### config.mk
export PLATFORM = sky130hd
export DESIGN_NAME = bbc_mean
export DESIGN_NICKNAME = d
export VERILOG_FILES = /design/src/hw/rtl/bbc_pkg.sv /design/src/hw/rtl/bbc_mean.sv
export SDC_FILE = /design/constraint.sdc
export NUM_CORES = 1
export LEC_CHECK = 0
export BUFFER_PORTS_ARGS = -buffer_cell sky130_fd_sc_hd__buf_2
export CORE_UTILIZATION = 50
export DETAILED_ROUTE_END_ITERATION = 6
export PLACE_DENSITY_LB_ADDON = 0.15
export SYNTH_ARGS = -nofsm -noshare
export SYNTH_HDL_FRONTEND = slang
export SYNTH_SLANG_ARGS = --single-unit
### constraint.sdc
create_clock -name clk -period 7.2 [get_ports clk]
set_input_delay 0 -clock clk [delete_from_list [all_inputs] [get_ports clk]]
set_output_delay 0 -clock clk [all_outputs]
set_load 0.005 [all_outputs]
### src/hw/rtl/bbc_pkg.sv
// Shared types and constants for the clipped 3x3 box mean.
package bbc_pkg;

	localparam int PIX_W      = 16;
	localparam int ROW_W      = 16;
	localparam int COL_W      = 10;
	localparam int COLS_CFG_W = 11;
	localparam int LINE_DEPTH = 1024;
	localparam int ADDR_W     = $clog2(LINE_DEPTH);
	localparam int LINE_W     = 2 * PIX_W;
	localparam int CFG_IDX_W  = 2;
	localparam int CFG_DATA_W = 16;

	// Row sum of three pixels, total of nine pixels.
	localparam int ROWSUM_W = PIX_W + 2;
	localparam int SUM_W    = PIX_W + 4;

	// Reciprocal constants: floor(s/3) = (s*M3) >> SHIFT3, floor(s/9) = (s*M9) >> SHIFT9,
	// exact for every s below 2**SUM_W.
	localparam int SHIFT3 = SUM_W + 1;
	localparam int SHIFT9 = SUM_W + 4;
	localparam int MUL_W  = SUM_W + 1;
	localparam logic [MUL_W-1:0] M3 = MUL_W'(((64'd1 << SHIFT3) + 64'd2) / 64'd3);
	localparam logic [MUL_W-1:0] M9 = MUL_W'(((64'd1 << SHIFT9) + 64'd8) / 64'd9);
	localparam int PROD_W = SUM_W + MUL_W;

	localparam logic [CFG_IDX_W-1:0] REG_IMAGE_ROWS = CFG_IDX_W'(0);
	localparam logic [CFG_IDX_W-1:0] REG_IMAGE_COLS = CFG_IDX_W'(1);

	typedef logic [8:0][PIX_W-1:0] window_t;

	typedef enum logic [2:0] {
		DIV1,
		DIV2,
		DIV3,
		DIV4,
		DIV6,
		DIV9
	} div_t;

	typedef enum logic [2:0] {
		ST_IDLE,
		ST_READ,
		ST_UPDATE,
		ST_START,
		ST_WAIT,
		ST_EMIT
	} state_t;

	typedef struct packed {
		logic       start;
		logic [2:0] row_mask;
		logic [2:0] col_mask;
	} mean_req_t;

	typedef struct packed {
		logic             done;
		logic [PIX_W-1:0] mean;
	} mean_rsp_t;

endpackage

### src/hw/rtl/bbc_mean.sv
// Masked window sum and truncating division by the in-image pixel count.
module bbc_mean (
	input  logic                 clk,
	input  logic                 arst_n,
	input  bbc_pkg::mean_req_t   req,
	input  bbc_pkg::window_t     win,
	output bbc_pkg::mean_rsp_t   rsp
);

	logic [2:0][bbc_pkg::ROWSUM_W-1:0] rsum;
	logic [1:0]                        rcnt, ccnt;
	logic [3:0]                        npix;
	bbc_pkg::div_t                     div_c;

	logic                              v_s1, v_s2, v_s3;
	logic [2:0][bbc_pkg::ROWSUM_W-1:0] rsum_s1;
	bbc_pkg::div_t                     div_s1, div_s2, div_s3;
	logic [bbc_pkg::SUM_W-1:0]         total_s2, total_s3;
	logic [bbc_pkg::SUM_W-1:0]         operand;
	logic [bbc_pkg::MUL_W-1:0]         recip;
	logic [bbc_pkg::PROD_W-1:0]        prod_s3;

	always_comb begin
		for (int k = 0; k < 3; k++) begin
			rsum[k] = '0;
			for (int m = 0; m < 3; m++) begin
				if (req.row_mask[k] && req.col_mask[m]) begin
					rsum[k] = rsum[k] + bbc_pkg::ROWSUM_W'(win[k*3+m]);
				end
			end
		end
		rcnt = 2'({1'b0, req.row_mask[0]}) + 2'({1'b0, req.row_mask[1]})
			+ 2'({1'b0, req.row_mask[2]});
		ccnt = 2'({1'b0, req.col_mask[0]}) + 2'({1'b0, req.col_mask[1]})
			+ 2'({1'b0, req.col_mask[2]});
		npix = 4'(rcnt) * 4'(ccnt);
		unique case (npix)
			4'd2:    div_c = bbc_pkg::DIV2;
			4'd3:    div_c = bbc_pkg::DIV3;
			4'd4:    div_c = bbc_pkg::DIV4;
			4'd6:    div_c = bbc_pkg::DIV6;
			4'd9:    div_c = bbc_pkg::DIV9;
			default: div_c = bbc_pkg::DIV1;
		endcase
	end

	// /6 is /2 then /3; /9 has its own reciprocal
	always_comb begin
		operand = (div_s2 == bbc_pkg::DIV6) ? (total_s2 >> 1) : total_s2;
		recip   = (div_s2 == bbc_pkg::DIV9) ? bbc_pkg::M9 : bbc_pkg::M3;
	end

	always_ff @(posedge clk or negedge arst_n) begin
		if (!arst_n) begin
			v_s1 <= 1'b0;
			v_s2 <= 1'b0;
			v_s3 <= 1'b0;
		end else begin
			v_s1 <= req.start;
			v_s2 <= v_s1;
			v_s3 <= v_s2;
		end
	end

	always_ff @(posedge clk) begin
		if (req.start) begin
			rsum_s1 <= rsum;
			div_s1  <= div_c;
		end
		if (v_s1) begin
			total_s2 <= bbc_pkg::SUM_W'(rsum_s1[0]) + bbc_pkg::SUM_W'(rsum_s1[1])
				+ bbc_pkg::SUM_W'(rsum_s1[2]);
			div_s2   <= div_s1;
		end
		if (v_s2) begin
			prod_s3  <= bbc_pkg::PROD_W'(operand) * bbc_pkg::PROD_W'(recip);
			total_s3 <= total_s2;
			div_s3   <= div_s2;
		end
	end

	always_comb begin
		rsp.done = v_s3;
		unique case (div_s3)
			bbc_pkg::DIV1: rsp.mean = bbc_pkg::PIX_W'(total_s3);
			bbc_pkg::DIV2: rsp.mean = bbc_pkg::PIX_W'(total_s3 >> 1);
			bbc_pkg::DIV4: rsp.mean = bbc_pkg::PIX_W'(total_s3 >> 2);
			bbc_pkg::DIV3,
			bbc_pkg::DIV6: rsp.mean = bbc_pkg::PIX_W'(prod_s3 >> bbc_pkg::SHIFT3);
			bbc_pkg::DIV9: rsp.mean = bbc_pkg::PIX_W'(prod_s3 >> bbc_pkg::SHIFT9);
			default:       rsp.mean = '0;
		endcase
	end

endmodule
==> Word-level counts from Yosys, hierarchy flattened <==
Cells that the tools add are included.
{ "classes": {"add_sub_neg": 12, "multipliers": 2, "n_eq_ne": 12, "n_mux": 13, "n_reduce_logical": 11} }
{ "op_table": {"columns": ["cell", "n"], "rows": [
  ["18-bit by 16-bit adder with 18-bit output", 6],
  ["18-bit 2-to-1 mux", 6],
  ["16-bit case mux with 5 select lines", 1],
  ["16-bit 2-to-1 mux", 3],
  ["20-bit by 21-bit multiplier with 40-bit output", 1],
  ["21-bit 2-to-1 mux", 1],
  ["19-bit by 18-bit adder with 20-bit output", 1],
  ["20-bit 2-to-1 mux", 1],
  ["18-bit by 18-bit adder with 19-bit output", 1],
  ["3-bit case mux with 5 select lines", 1],
  ["3-bit == test, second input constant", 4],
  ["1-bit logical AND", 9],
  ["4-bit by 2-bit == test with 1-bit output, second input constant", 2],
  ["4-bit by 3-bit == test with 1-bit output, second input constant", 2],
  ["3-bit by 2-bit == test with 1-bit output, second input constant", 2],
  ["1-bit by 1-bit adder with 2-bit output", 2],
  ["2-bit by 1-bit adder with 2-bit output", 2],
  ["4-bit == test, second input constant", 1],
  ["2-bit by 2-bit multiplier with 4-bit output", 1],
  ["3-bit by 1-bit == test with 1-bit output, second input constant", 1],
  ["3-bit zero test", 1],
  ["2-bit OR reduction", 1]
]} }
{ "totals": {"ff_bits": 144, "inputBits": 153, "output_inout_bits": 17, "word_cells": 62} }

==> Logic depth before layout (Yosys ltp) <==
Gate-level depths: netlist (run 1).
{ "logic_depth": {"ltp_word": 6, "depth_mapped": 31, "mapped_depth_nobuf": 29} }

==> Worst setup path before layout (run 1) <==
No wires, ideal clock.
{ "synth_path": {"path_type": "reg-to-reg", "start": "reg div_s2[0]", "end": "reg prod_s3[38] (netlist name) (data pin)", "setup_time_ns": 0.258, "arrival_ns": 7.550, "setup_slack_ns": -0.607, "stages_incl_launch_ff": 28, "path_buffers": 2, "period_less_slack_ns": 7.807, "path_cell_list": "edfxtp_1 -> nor3b_2 -> buf_1 -> buf_2 -> mux2_2 -> and2_1 -> fa_1 -> fa_1 -> fa_1 -> fa_1 -> inv_1 -> fa_1 -> inv_1 -> fa_1 -> inv_1 -> fa_1 -> inv_1 -> ha_1 -> nand2_1 -> o21ai_0 -> o21ba_2 -> o211ai_1 -> o2111a_1 -> nand2b_4 -> a31oi_4 -> o211ai_1 -> a21oi_1 -> xnor2_1"} }
{ "synth_via": {"elab_chain_len": 3} }
{ "synth_lines": {"columns": ["item", "line", "source"], "rows": [
  ["start, declared", "bbc_mean.sv:17", "bbc_pkg::div_t div_s1, div_s2, div_s3;"],
  ["start signal, assigned", "bbc_mean.sv:73", "div_s2 <= div_s1;"],
  ["3-bit == test (on tied branches)", "bbc_mean.sv:49, bbc_mean.sv:50", null],
  ["20-bit 2-to-1 mux or 21-bit 2-to-1 mux (tied branches)", "bbc_mean.sv:49, bbc_mean.sv:50", null],
  ["20-bit by 21-bit multiplier with 40-bit output (*)", "bbc_mean.sv:76", "prod_s3 <= bbc_pkg::PROD_W'(operand) * bbc_pkg::PROD_W'(recip);"],
  ["end signal, assigned", "bbc_mean.sv:76", null],
  ["end, declared", "bbc_mean.sv:21", "logic [bbc_pkg::PROD_W-1:0] prod_s3;"]
]} }
Mark *: on every way between the ends. The rest lies on a longest branch, timed or not.
A chain may end at the register's enable or synchronous reset.

==> Worst setup path after layout (run 1) <==
{ "layout_path": {"start": "reg div_s2[1]", "end": "reg prod_s3[30] (netlist name) (data pin)"} }
Same word-level chain as after synthesis.

==> flow_metrics.py, run 1 <==
metrics = {
    "clock_tree": {
        "clk_path_buf_depth": 2,
        "clock_sinks": 123,
        "cts_buffers": 17,
        "root_buffer": "clkbuf_16",
        "worstSkewPairLatency_ns": 0.43,
        "clk_pin_slew_ns": 0.07,
        "cts_tree": "done",
        "htree_levels": 4,
    },
    "critical_path": {
        "cp_common_cell": "fa_1",
        "critPathLaunchType": "flop",
        "worstPathArrival_ns": 7.44,
        "critPathRequiredTime_ns": 7.38,
        "worst-path-max-fanout": 4,
        "endpoint_kind": "flop",
        "cp_slowest_cell": "fa_1",
        "slowest_delay_ns": 0.56,
        "path_class": "flop to flop",
    },
    "cells_and_area": {
        "antennaDiodeCount": 0,
        "area_growth_pct": 15.96,
        "fill_cells": 3376,
        "drive_gt1_share_pct": 19.16,
        "layout.nets": 2963,
        "final_cells": 2820,
    },
    "logic_synthesis": {
        "yosysWarnings": 0,
        "synth-simple-area-share_pct": 9.755,
        "synth_fa_ha_area_share_pct": 41.51,
        "syn_area_um2": 19700,
        "async_flop_share_pct": 2.439,
        "yosysSeqAreaShare_pct": 18.67,
        "synth_mux_area_share_pct": 4.986,
        "synth_compound_area_share_pct": 11.75,
        "synth-main-ff-cell": "edfxtp_1",
        "synth_cell_type_count": 73,
        "synthXorXnorAreaFrac_pct": 5.202,
        "syn_avg_cell_area_um2": 9.685,
        "synth_edf_count": 120,
        "ys_ff_latch": 123,
        "syn_inst": 2034,
        "synth_top_family_by_area": "adder cells",
    },
    "floorplan": {
        "die_h_um": 200.5,
        "die-width_um": 200.5,
        "num_rows": 72,
        "design.die.area_um2": 40200,
        "ios": 170,
        "initial_core_util_pct": 50.86,
        "core-area_um2": 38740,
    },
    "sta": {
        "hold_viol": 0,
        "worst_pin_slew_ns": 0.8931,
        "clock.fmax_mhz": 137.9,
        "slew_violations": 0,
        "fin_skew_ns": 0.01518,
        "slew_headroom_pct": 40.46,
        "fin_crit_ns": 7.254,
        "setup-violations-final": 5,
        "fin_ws_ns": -0.05372,
        "period_share_pct": 100.7,
        "rsz0062_at_grt": "true",
    },
    "detailed_routing": {
        "vias": 14870,
        "drt_first_pass_iters": 5,
        "wl_per_cell_um": 17.73,
        "finalWirelength_um": 50010,
        "drt-vias-per-instance": 5.273,
        "drt_iter0_markers": 737,
        "detail-route-antenna-nets": 0,
        "drc": 0,
    },
    "worst_hold_path": {
        "hp-class": "input pin to flop",
    },
    "grt": {
        "grt_pass1_wl_um": 79380,
        "gr-total-overflow": 0,
        "grtUsageTotal_pct": 25.19,
        "antenna_found_initial": 0,
        "grt_pass1_vias": 15640,
        "grt_max_degree": 59,
    },
    "outcome": {
        "violations": "negative setup slack",
        "outcome": "complete, but fails checks",
    },
    "placement": {
        "place_congestion": 0.9371,
        "dp_cells": 2764,
        "port_buffers": 169,
        "place_hpwl_um": 42910,
    },
    "run": {
        "maxCapViolations": 0,
    },
}
[cells by family after synthesis]
family                   after synthesis
AO/OA/AOI/OAI                        359
flip-flops                           123
other                                  2
buffers and inverters                422
multiplexers                          79
adder cells (fa/ha/maj)              521
AND/OR/NAND/NOR                      411
XOR/XNOR                             117
[sequential cells by signal, summed over array words and instances (netlist names), 3 cells and up]
register / cells
div_s1: 3
div_s2: 3
div_s3: 3
prod_s3: 19
rsum_s1: 54
total_s2: 20
total_s3: 18
[worst max-delay path, delay by kind of cell, from the launching register on]
kind | cells | cell delay (ns)
fa+ha+maj | 8 | 3.45
buf+inv | 6 | 0.67
mux | 1 | 0.31
simple gates | 6 | 1.01
compound gates | 6 | 1.07
flops | 1 | 0.43
xor+xnor | 1 | 0.07
[through the flow]
stage                     worst slack [ns]  cell area, µm²  TNS [ns]  hold slack, ns  util (%)
after floorplan                    0.01157           19790         0         -0.2956         -
after global placement            0.002780           21730         0         -0.1747     56.10
after detailed placement           -0.1671           21730   -0.4498         -0.1741     56.10
after CTS                         -0.01031           22490  -0.01875        0.002284     58.06
after global routing               -0.2947           22840    -2.646         0.02302     58.97
final                             -0.05372           22840   -0.1653         0.01209     58.97
[cells in the final DEF, fill, tap and decap left out, drive strengths merged, types with 13 or more instances in the layout]
cell	synthesis	final
o22ai	22	22
a211oi	15	15
a21oi	103	103
clkbuf	40	19
xnor2	75	75
inv	374	379
nor2	108	108
nand2	146	146
and2	18	18
mux2i	37	37
o21bai	23	23
a21o	35	35
fa	221	221
mux2	30	30
xor2	42	42
buf	8	269
o21ai	89	89
and3	36	36
nand3	19	19
conb	2	13
nor3	24	24
ha	300	300
edfxtp	120	120
[worst paths after layout]
path	startpoint	to	slack, ns	cells past startpoint
setup / recovery	div_s2[1]$_DFFE_PP_	prod_s3[30]$_DFFE_PP_	-0.05	28
hold / removal	win[32]	rsum_s1[0]$_DFFE_PP_	0.01	3
setup reg to reg	div_s2[1]$_DFFE_PP_	prod_s3[30]$_DFFE_PP_	-0.05	28
hold reg to reg	div_s1[0]$_DFFE_PP_	div_s2[0]$_DFFE_PP_	0.42	0
max in group asynchronous	arst_n	v_s1$_DFF_PN0_	6.47	3
min in group asynchronous	arst_n	v_s3$_DFF_PN0_	0.51	3
[per-layer routing]
layer	vias to the layer above	track usage [%]	wire (µm)
li1	7355	-	-
met1	7170	31.78	21690
met2	296	45.88	25730
met3	48	3.685	1922
met4	0	4.607	670
met5	-	0	0
[cell type report]
cell class | count | area [µm²] | area share, %
repair buffers | 273 | 1724 | 7.547
multi-input cells | 1500 | 14800 | 64.78
well taps | 518 | 648.1 | 2.837
flip-flops and latches | 123 | 3679 | 16.10
inverters | 374 | 1404 | 6.145
clock buffers | 17 | 425.4 | 1.862
clock inverters | 15 | 165.2 | 0.7230
[cells in the mapped netlist (all sizes together) (4+ instances only)]
cell	instances	area (µm²)
a31oi	6	52.55
buf	8	38.78
nand2b	12	82.58
nor3	24	120.1
nand4	5	31.28
o21a	10	75.07
mux2	30	341.6
nor2	108	405.4
or2	9	56.30
o22ai	22	137.6
clkbuf	40	150.1
fa	221	4424
nand2	146	548.0
o211ai	5	37.54
and3	36	225.2
a211oi	15	112.6
ha	300	3754
xnor2	75	656.9
nor2b	11	68.82
o21ai	89	449.2
mux4	12	270.3
o31ai	7	52.55
a21boi	4	30.03
nor3b	4	35.03
nand3b	4	30.03
edfxtp	120	3603
nand3	19	95.09
a41o	4	40.04
mux2i	37	370.4
a21o	35	262.8
a21oi	103	526.8
inv	374	1404
a211o	5	43.79
o21bai	23	172.7
xor2	42	367.9
and2	18	112.6
or3	8	50.05
[timing repair]
item                                    CTS  global route
hold buffers                              2             0
cloned                                    0             2
gates resized for setup                  24            64
pin swaps                                10            45
setup buffers                             8            13
endpoints found under the setup margin    8            17
endpoints found under the hold margin     3             0
Power of run 1 is left out: the tool's default activity adds up to more than one toggle a clock period on the data nets, which glitch-free logic cannot reach.
==> run 2: changes to the inputs <==
CORE_ASPECT_RATIO = 0.9   (was unset)
==> run 2 against run 1 <==
  * The run still ends with negative setup slack left
  * Sequential share of layout area is 0.19 points lower
  * Wire length is 3.5% higher
  * Maximum frequency is 0.20% higher
  * Sequential cell count stayed put
  * First-iteration DRC count is 14% higher
  * Final cell count is 1.1% higher
  * Clock-buffer cell count is 1 higher
  * Critical endpoint is now prod_s3[39]$_DFFE_PP_
  * Highest routed layer is now met5
==> flow_metrics.py, run 2 (synthesized netlist as in run 1, its figures left out) <==
metrics = {
    "clock_tree": {
        "htree_levels": 4,
        "worstSkewPairLatency_ns": 0.43,
        "clk_pin_slew_ns": 0.07,
        "root_buffer": "clkbuf_16",
        "clock_sinks": 123,
        "cts_buffers": 17,
        "clk_path_buf_depth": 2,
        "cts_tree": "done",
    },
    "critical_path": {
        "endpoint_kind": "flop",
        "r2r_cells": 27,
        "slowest_delay_ns": 0.55,
        "cp-startpoint": "div_s2[1]$_DFFE_PP_",
        "cp_slowest_cell": "fa_1",
        "r2r_slack_ns": -0.04,
        "cp_common_cell": "fa_1",
        "worst-path-max-fanout": 4,
        "reg2reg_from": "div_s2[1]$_DFFE_PP_",
        "critPathLaunchType": "flop",
        "cp.depth": 27,
        "worstPathArrival_ns": 7.40,
        "rr_endpoint": "prod_s3[39]$_DFFE_PP_",
        "crit_path_end": "prod_s3[39]$_DFFE_PP_",
        "crit_family": "adder cells",
        "path_buf_inv": 6,
        "path_class": "flop to flop",
        "critPathRequiredTime_ns": 7.36,
    },
    "placement": {
        "place_area_um2": 21900,
        "port_buffers": 169,
        "place_congestion": 0.9501,
        "place_hpwl_um": 44180,
    },
    "sta": {
        "worst_pin_slew_ns": 0.9019,
        "slew_headroom_pct": 39.87,
        "period_share_pct": 100.5,
        "slew_violations": 0,
        "clock.fmax_mhz": 138.1,
        "fin_ws_ns": -0.03912,
        "rsz0062_at_grt": "true",
        "fin_crit_ns": 7.239,
        "hold_viol": 0,
        "finalSetupTns_ns": -0.1156,
        "fin_skew_ns": 0.02133,
        "setup-violations-final": 6,
    },
    "grt": {
        "grt_pass1_vias": 15730,
        "gr-total-overflow": 0,
        "grtUsageTotal_pct": 26.47,
        "grt_pass1_wl_um": 81740,
        "antenna_found_initial": 1,
        "grt_max_degree": 59,
    },
    "cells_and_area": {
        "antennaDiodeCount": 0,
        "design_area_um2": 23120,
        "largest_reg_flops": 54,
        "mostFrequentLayoutCell": "inv_1",
        "layout.nets": 2988,
        "reg.largest.list": "rsum_s1 x54, total_s2 x20, prod_s3 x19",
        "drive_gt1_share_pct": 21.27,
        "regMostFlops": "rsum_s1",
        "final_cell_mix": "inv_1 (352), ha_1 (285), fa_1 (194)",
        "area_growth_pct": 17.36,
    },
    "floorplan": {
        "initial_core_util_pct": 51.00,
        "core-area_um2": 38630,
        "ios": 170,
        "die_h_um": 190.3,
        "design.die.area_um2": 40200,
        "die-width_um": 211.2,
        "num_rows": 68,
    },
    "detailed_routing": {
        "vias": 15140,
        "drt_iter0_markers": 843,
        "drc": 0,
        "wl_per_cell_um": 18.14,
        "drt_first_pass_iters": 5,
        "detail-route-antenna-nets": 0,
        "finalWirelength_um": 51740,
        "drt-vias-per-instance": 5.308,
    },
    "outcome": {
        "outcome": "complete, but fails checks",
        "violations": "negative setup slack",
    },
    "worst_hold_path": {
        "hp-class": "input pin to flop",
    },
    "run": {
        "maxCapViolations": 0,
    },
}
[run 2: cell count changes in the layout (fill, tap and decap cells not counted), sizes merged]
cell      previous run  this run
bufinv               2         1
buf                269       296
clkinv               4         7
clkinvlp             4         0
inv                379       380
clkbuf              19        18
[run 2: metrics by stage]
step | util, % | hold WS, ns | setup WS [ns] | cells
after detailed placement | 56.69 | -0.1854 | -0.1439 | 2797
final | 59.86 | 0.03764 | -0.03912 | 2852
after global routing | 59.86 | 0.03014 | -0.3215 | 2852
after global placement | 56.69 | -0.1835 | 0.01838 | 2797
after CTS | 59.30 | 0.02463 | -0.04896 | 2845
after floorplan | - | -0.2956 | 0.01157 | 2045
[run 2: repair_timing]
action                                  4_1_cts  5_1_grt
hold endpoints to repair                      3        0
buffers inserted                             14       10
gates resized for setup                      77       56
pin swaps                                    25       27
endpoints found under the setup margin        8       18
cloned                                        1        0
hold buffers                                  2        0
[run 2: worst min path at each step]
stage	startpoint	end	slack, ns	depth (start not counted)
final	win[32]	rsum_s1[0]$_DFFE_PP_	0.04	3
after global routing	win[32]	rsum_s1[0]$_DFFE_PP_	0.03	3
after CTS	win[32]	rsum_s1[0]$_DFFE_PP_	0.02	3
after detailed placement	arst_n	v_s3$_DFF_PN0_	-0.19	1
after global placement	arst_n	v_s3$_DFF_PN0_	-0.18	1
after floorplan	arst_n	v_s1$_DFF_PN0_	-0.30	0
[run 2: cell type report]
class                   count  area [µm²]
clock buffers              18       429.2
clock inverters            14       137.6
fillers                  3365       15510
inverters                 374        1406
multi-input cells        1500       14930
flip-flops and latches    123        3679
well taps                 525       656.9
repair buffers            298        1878
[run 2: worst reg2reg max path: cells and delay by family (launching register included)]
kind / cells / cell delay, ns
buf+inv: 6 / 0.54
mux: 1 / 0.09
fa+ha+maj: 8 / 3.80
compound gates: 8 / 1.49
flops: 1 / 0.43
xor+xnor: 1 / 0.11
simple gates: 3 / 0.53
[run 2: layer usage]
layer | global-route usage, % | up-vias | routed length (µm)
li1 | - | 7409 | -
met1 | 35.61 | 7340 | 23730
met2 | 44.51 | 322 | 24470
met3 | 3.788 | 66 | 2212
met4 | 7.246 | 2 | 1319
met5 | 0 | - | 13
Power of run 2 is left out for the same reason.
==> run 3: changes to the inputs <==
CORE_ASPECT_RATIO = 1.5   (was 0.9)
SKIP_LAST_GASP = 1   (was unset)
==> run 3 against run 2 <==
  * The run still ends with negative setup slack left
  * Non-clock buffer count shrank 8
  * Critical endpoint unchanged
  * Sequential share of layout area grew 0.14 points
  * Final cell count shrank 1.3%
  * Critical path depth shrank 4
  * Final area shrank 0.86%
  * Via count shrank 1.4%
==> flow_metrics.py, run 3 (synthesized netlist as in run 1, its figures left out) <==
metrics = {
    "outcome": {
        "outcome": "complete, but fails checks",
        "violations": "negative setup slack",
    },
    "cells_and_area": {
        "largest_reg_flops": 54,
        "mostFrequentLayoutCell": "inv_1",
        "drive_gt1_share_pct": 19.72,
        "final_util_pct": 59.31,
        "final_cell_mix": "inv_1 (362), ha_1 (289), fa_1 (203)",
        "final_cells": 2815,
        "reg.largest.list": "rsum_s1 x54, total_s2 x20, prod_s3 x19",
        "area_growth_pct": 16.35,
        "layout.nets": 2980,
        "regMostFlops": "rsum_s1",
        "fill_cells": 3309,
    },
    "floorplan": {
        "design.die.area_um2": 40210,
        "ios": 170,
        "num_rows": 88,
        "initial_core_util_pct": 50.97,
        "core-area_um2": 38650,
        "die_h_um": 245.1,
        "die-width_um": 164.1,
    },
    "sta": {
        "fin_ws_ns": -0.01914,
        "clock.fmax_mhz": 138.5,
        "worst_pin_slew_ns": 0.9709,
        "rsz0062_at_grt": "true",
        "period_share_pct": 100.3,
        "hold_viol": 0,
        "fin_skew_ns": 0.01231,
        "holdWs_ns": 0.03931,
        "fin_crit_ns": 7.219,
        "slew_headroom_pct": 35.27,
        "setup-violations-final": 2,
        "slew_violations": 0,
    },
    "grt": {
        "grt_pass1_vias": 15810,
        "grt_max_degree": 59,
        "grtUsageTotal_pct": 26.54,
        "grt_pass1_wl_um": 80160,
        "antenna_found_initial": 4,
        "gr-total-overflow": 0,
    },
    "worst_hold_path": {
        "hp-class": "input pin to flop",
        "holdCritStartpoint": "win[32]",
        "holdPathEnd": "rsum_s1[0]$_DFFE_PP_",
        "min_path_cells": 3,
    },
    "detailed_routing": {
        "detail-route-antenna-nets": 0,
        "drc": 0,
        "finalWirelength_um": 51410,
        "wl_per_cell_um": 18.26,
        "drt_first_pass_iters": 5,
        "vias": 14930,
        "drt_iter0_markers": 576,
        "drt-vias-per-instance": 5.304,
    },
    "placement": {
        "dp_slack_ns": -0.2547,
        "dp_cells": 2760,
        "place_congestion": 0.9695,
        "port_buffers": 169,
        "place_hpwl_um": 45100,
    },
    "clock_tree": {
        "cts_buffers": 17,
        "worstSkewPairLatency_ns": 0.45,
        "root_buffer": "clkbuf_16",
        "htree_levels": 4,
        "clock_sinks": 123,
        "clk_pin_slew_ns": 0.05,
        "clk_path_buf_depth": 2,
        "cts_tree": "done",
    },
    "critical_path": {
        "critPathLaunchType": "flop",
        "r2r_slack_ns": -0.02,
        "reg2reg_from": "div_s2[1]$_DFFE_PP_",
        "path_class": "flop to flop",
        "worstPathArrival_ns": 7.40,
        "rr_endpoint": "prod_s3[39]$_DFFE_PP_",
        "worst-path-max-fanout": 4,
        "critPathRequiredTime_ns": 7.38,
        "endpoint_kind": "flop",
        "r2r_cells": 23,
    },
    "run": {
        "maxCapViolations": 0,
    },
}
[run 3: cell count changes in the layout (fill, tap and decap cells not counted), moves of 3 or more]
cell	change
inv_6	-3
fa_1	+9
ha_4	-5
mux2i_4	+3
clkinv_1	+3
buf_6	-4
inv_1	+10
fa_2	-9
buf_4	-5
ha_1	+4
inv_2	-9
clkinvlp_4	+3
[run 3: worst max-delay path by stage]
stage	start	end	slack, ns	depth (start not counted)
CTS	div_s2[0]$_DFFE_PP_	prod_s3[39]$_DFFE_PP_	-0.04	30
detailed placement	div_s2[1]$_DFFE_PP_	prod_s3[39]$_DFFE_PP_	-0.25	29
floorplan	div_s2[0]$_DFFE_PP_	prod_s3[38]$_DFFE_PP_	0.01	29
global route	div_s2[1]$_DFFE_PP_	prod_s3[39]$_DFFE_PP_	-0.32	30
finish	div_s2[1]$_DFFE_PP_	prod_s3[39]$_DFFE_PP_	-0.02	23
global placement	div_s2[1]$_DFFE_PP_	prod_s3[39]$_DFFE_PP_	-0.08	28
[run 3: layout make-up]
type                       count  area, µm²  area share [%]
multi-input combinational   1500      14860           64.83
timing repair buffer         290       1795           7.833
clock inverter                12      125.1          0.5459
sequential                   123       3680           16.05
inverter                     374       1404           6.124
tap                          495      619.3           2.702
antenna                        2      5.005         0.02183
clock buffer                  19      432.9           1.889
[run 3: critical path, cell delays in order, from the launching register on]
cell and delay (ns):
edfxtp_1 0.43, nor3b_4 0.25, buf_6 0.14, buf_6 0.11
mux2_2 0.37, fa_2 0.50, fa_1 0.61, fa_1 0.46
fa_1 0.55, fa_1 0.43, fa_1 0.48, inv_1 0.05
fa_1 0.50, inv_1 0.04, ha_1 0.29, o21a_1 0.20
a221oi_4 0.29, o211ai_1 0.13, o2111a_2 0.19, nand2b_4 0.17
a31oi_4 0.21, o21ai_2 0.09, o41ai_2 0.32, xnor2_1 0.13
[run 3: metal layers]
metal	vias to the layer above	share of wire, %	track usage (%)
li1	7405	-	-
met1	7165	36	26.51
met2	249	57	52.78
met3	109	2.7	3.143
met4	4	4.6	12.47
met5	-	0.051	0
[run 3: metrics by stage]
stage / TNS, ns / cell area [µm²]
global route: -1.598 / 22920
finish: -0.02945 / 22920
floorplan: 0 / 19790
global placement: -0.1401 / 21800
detailed placement: -1.080 / 21800
CTS: -0.03595 / 22660
[run 3: repair_timing]
action | in CTS | in global routing
setup buffers | 10 | 9
endpoints found under the hold margin | 5 | 0
endpoints found under the setup margin | 11 | 17
hold buffers | 4 | 0
pin swaps | 11 | 47
gates resized for setup | 52 | 54
Power of run 3 is left out for the same reason.
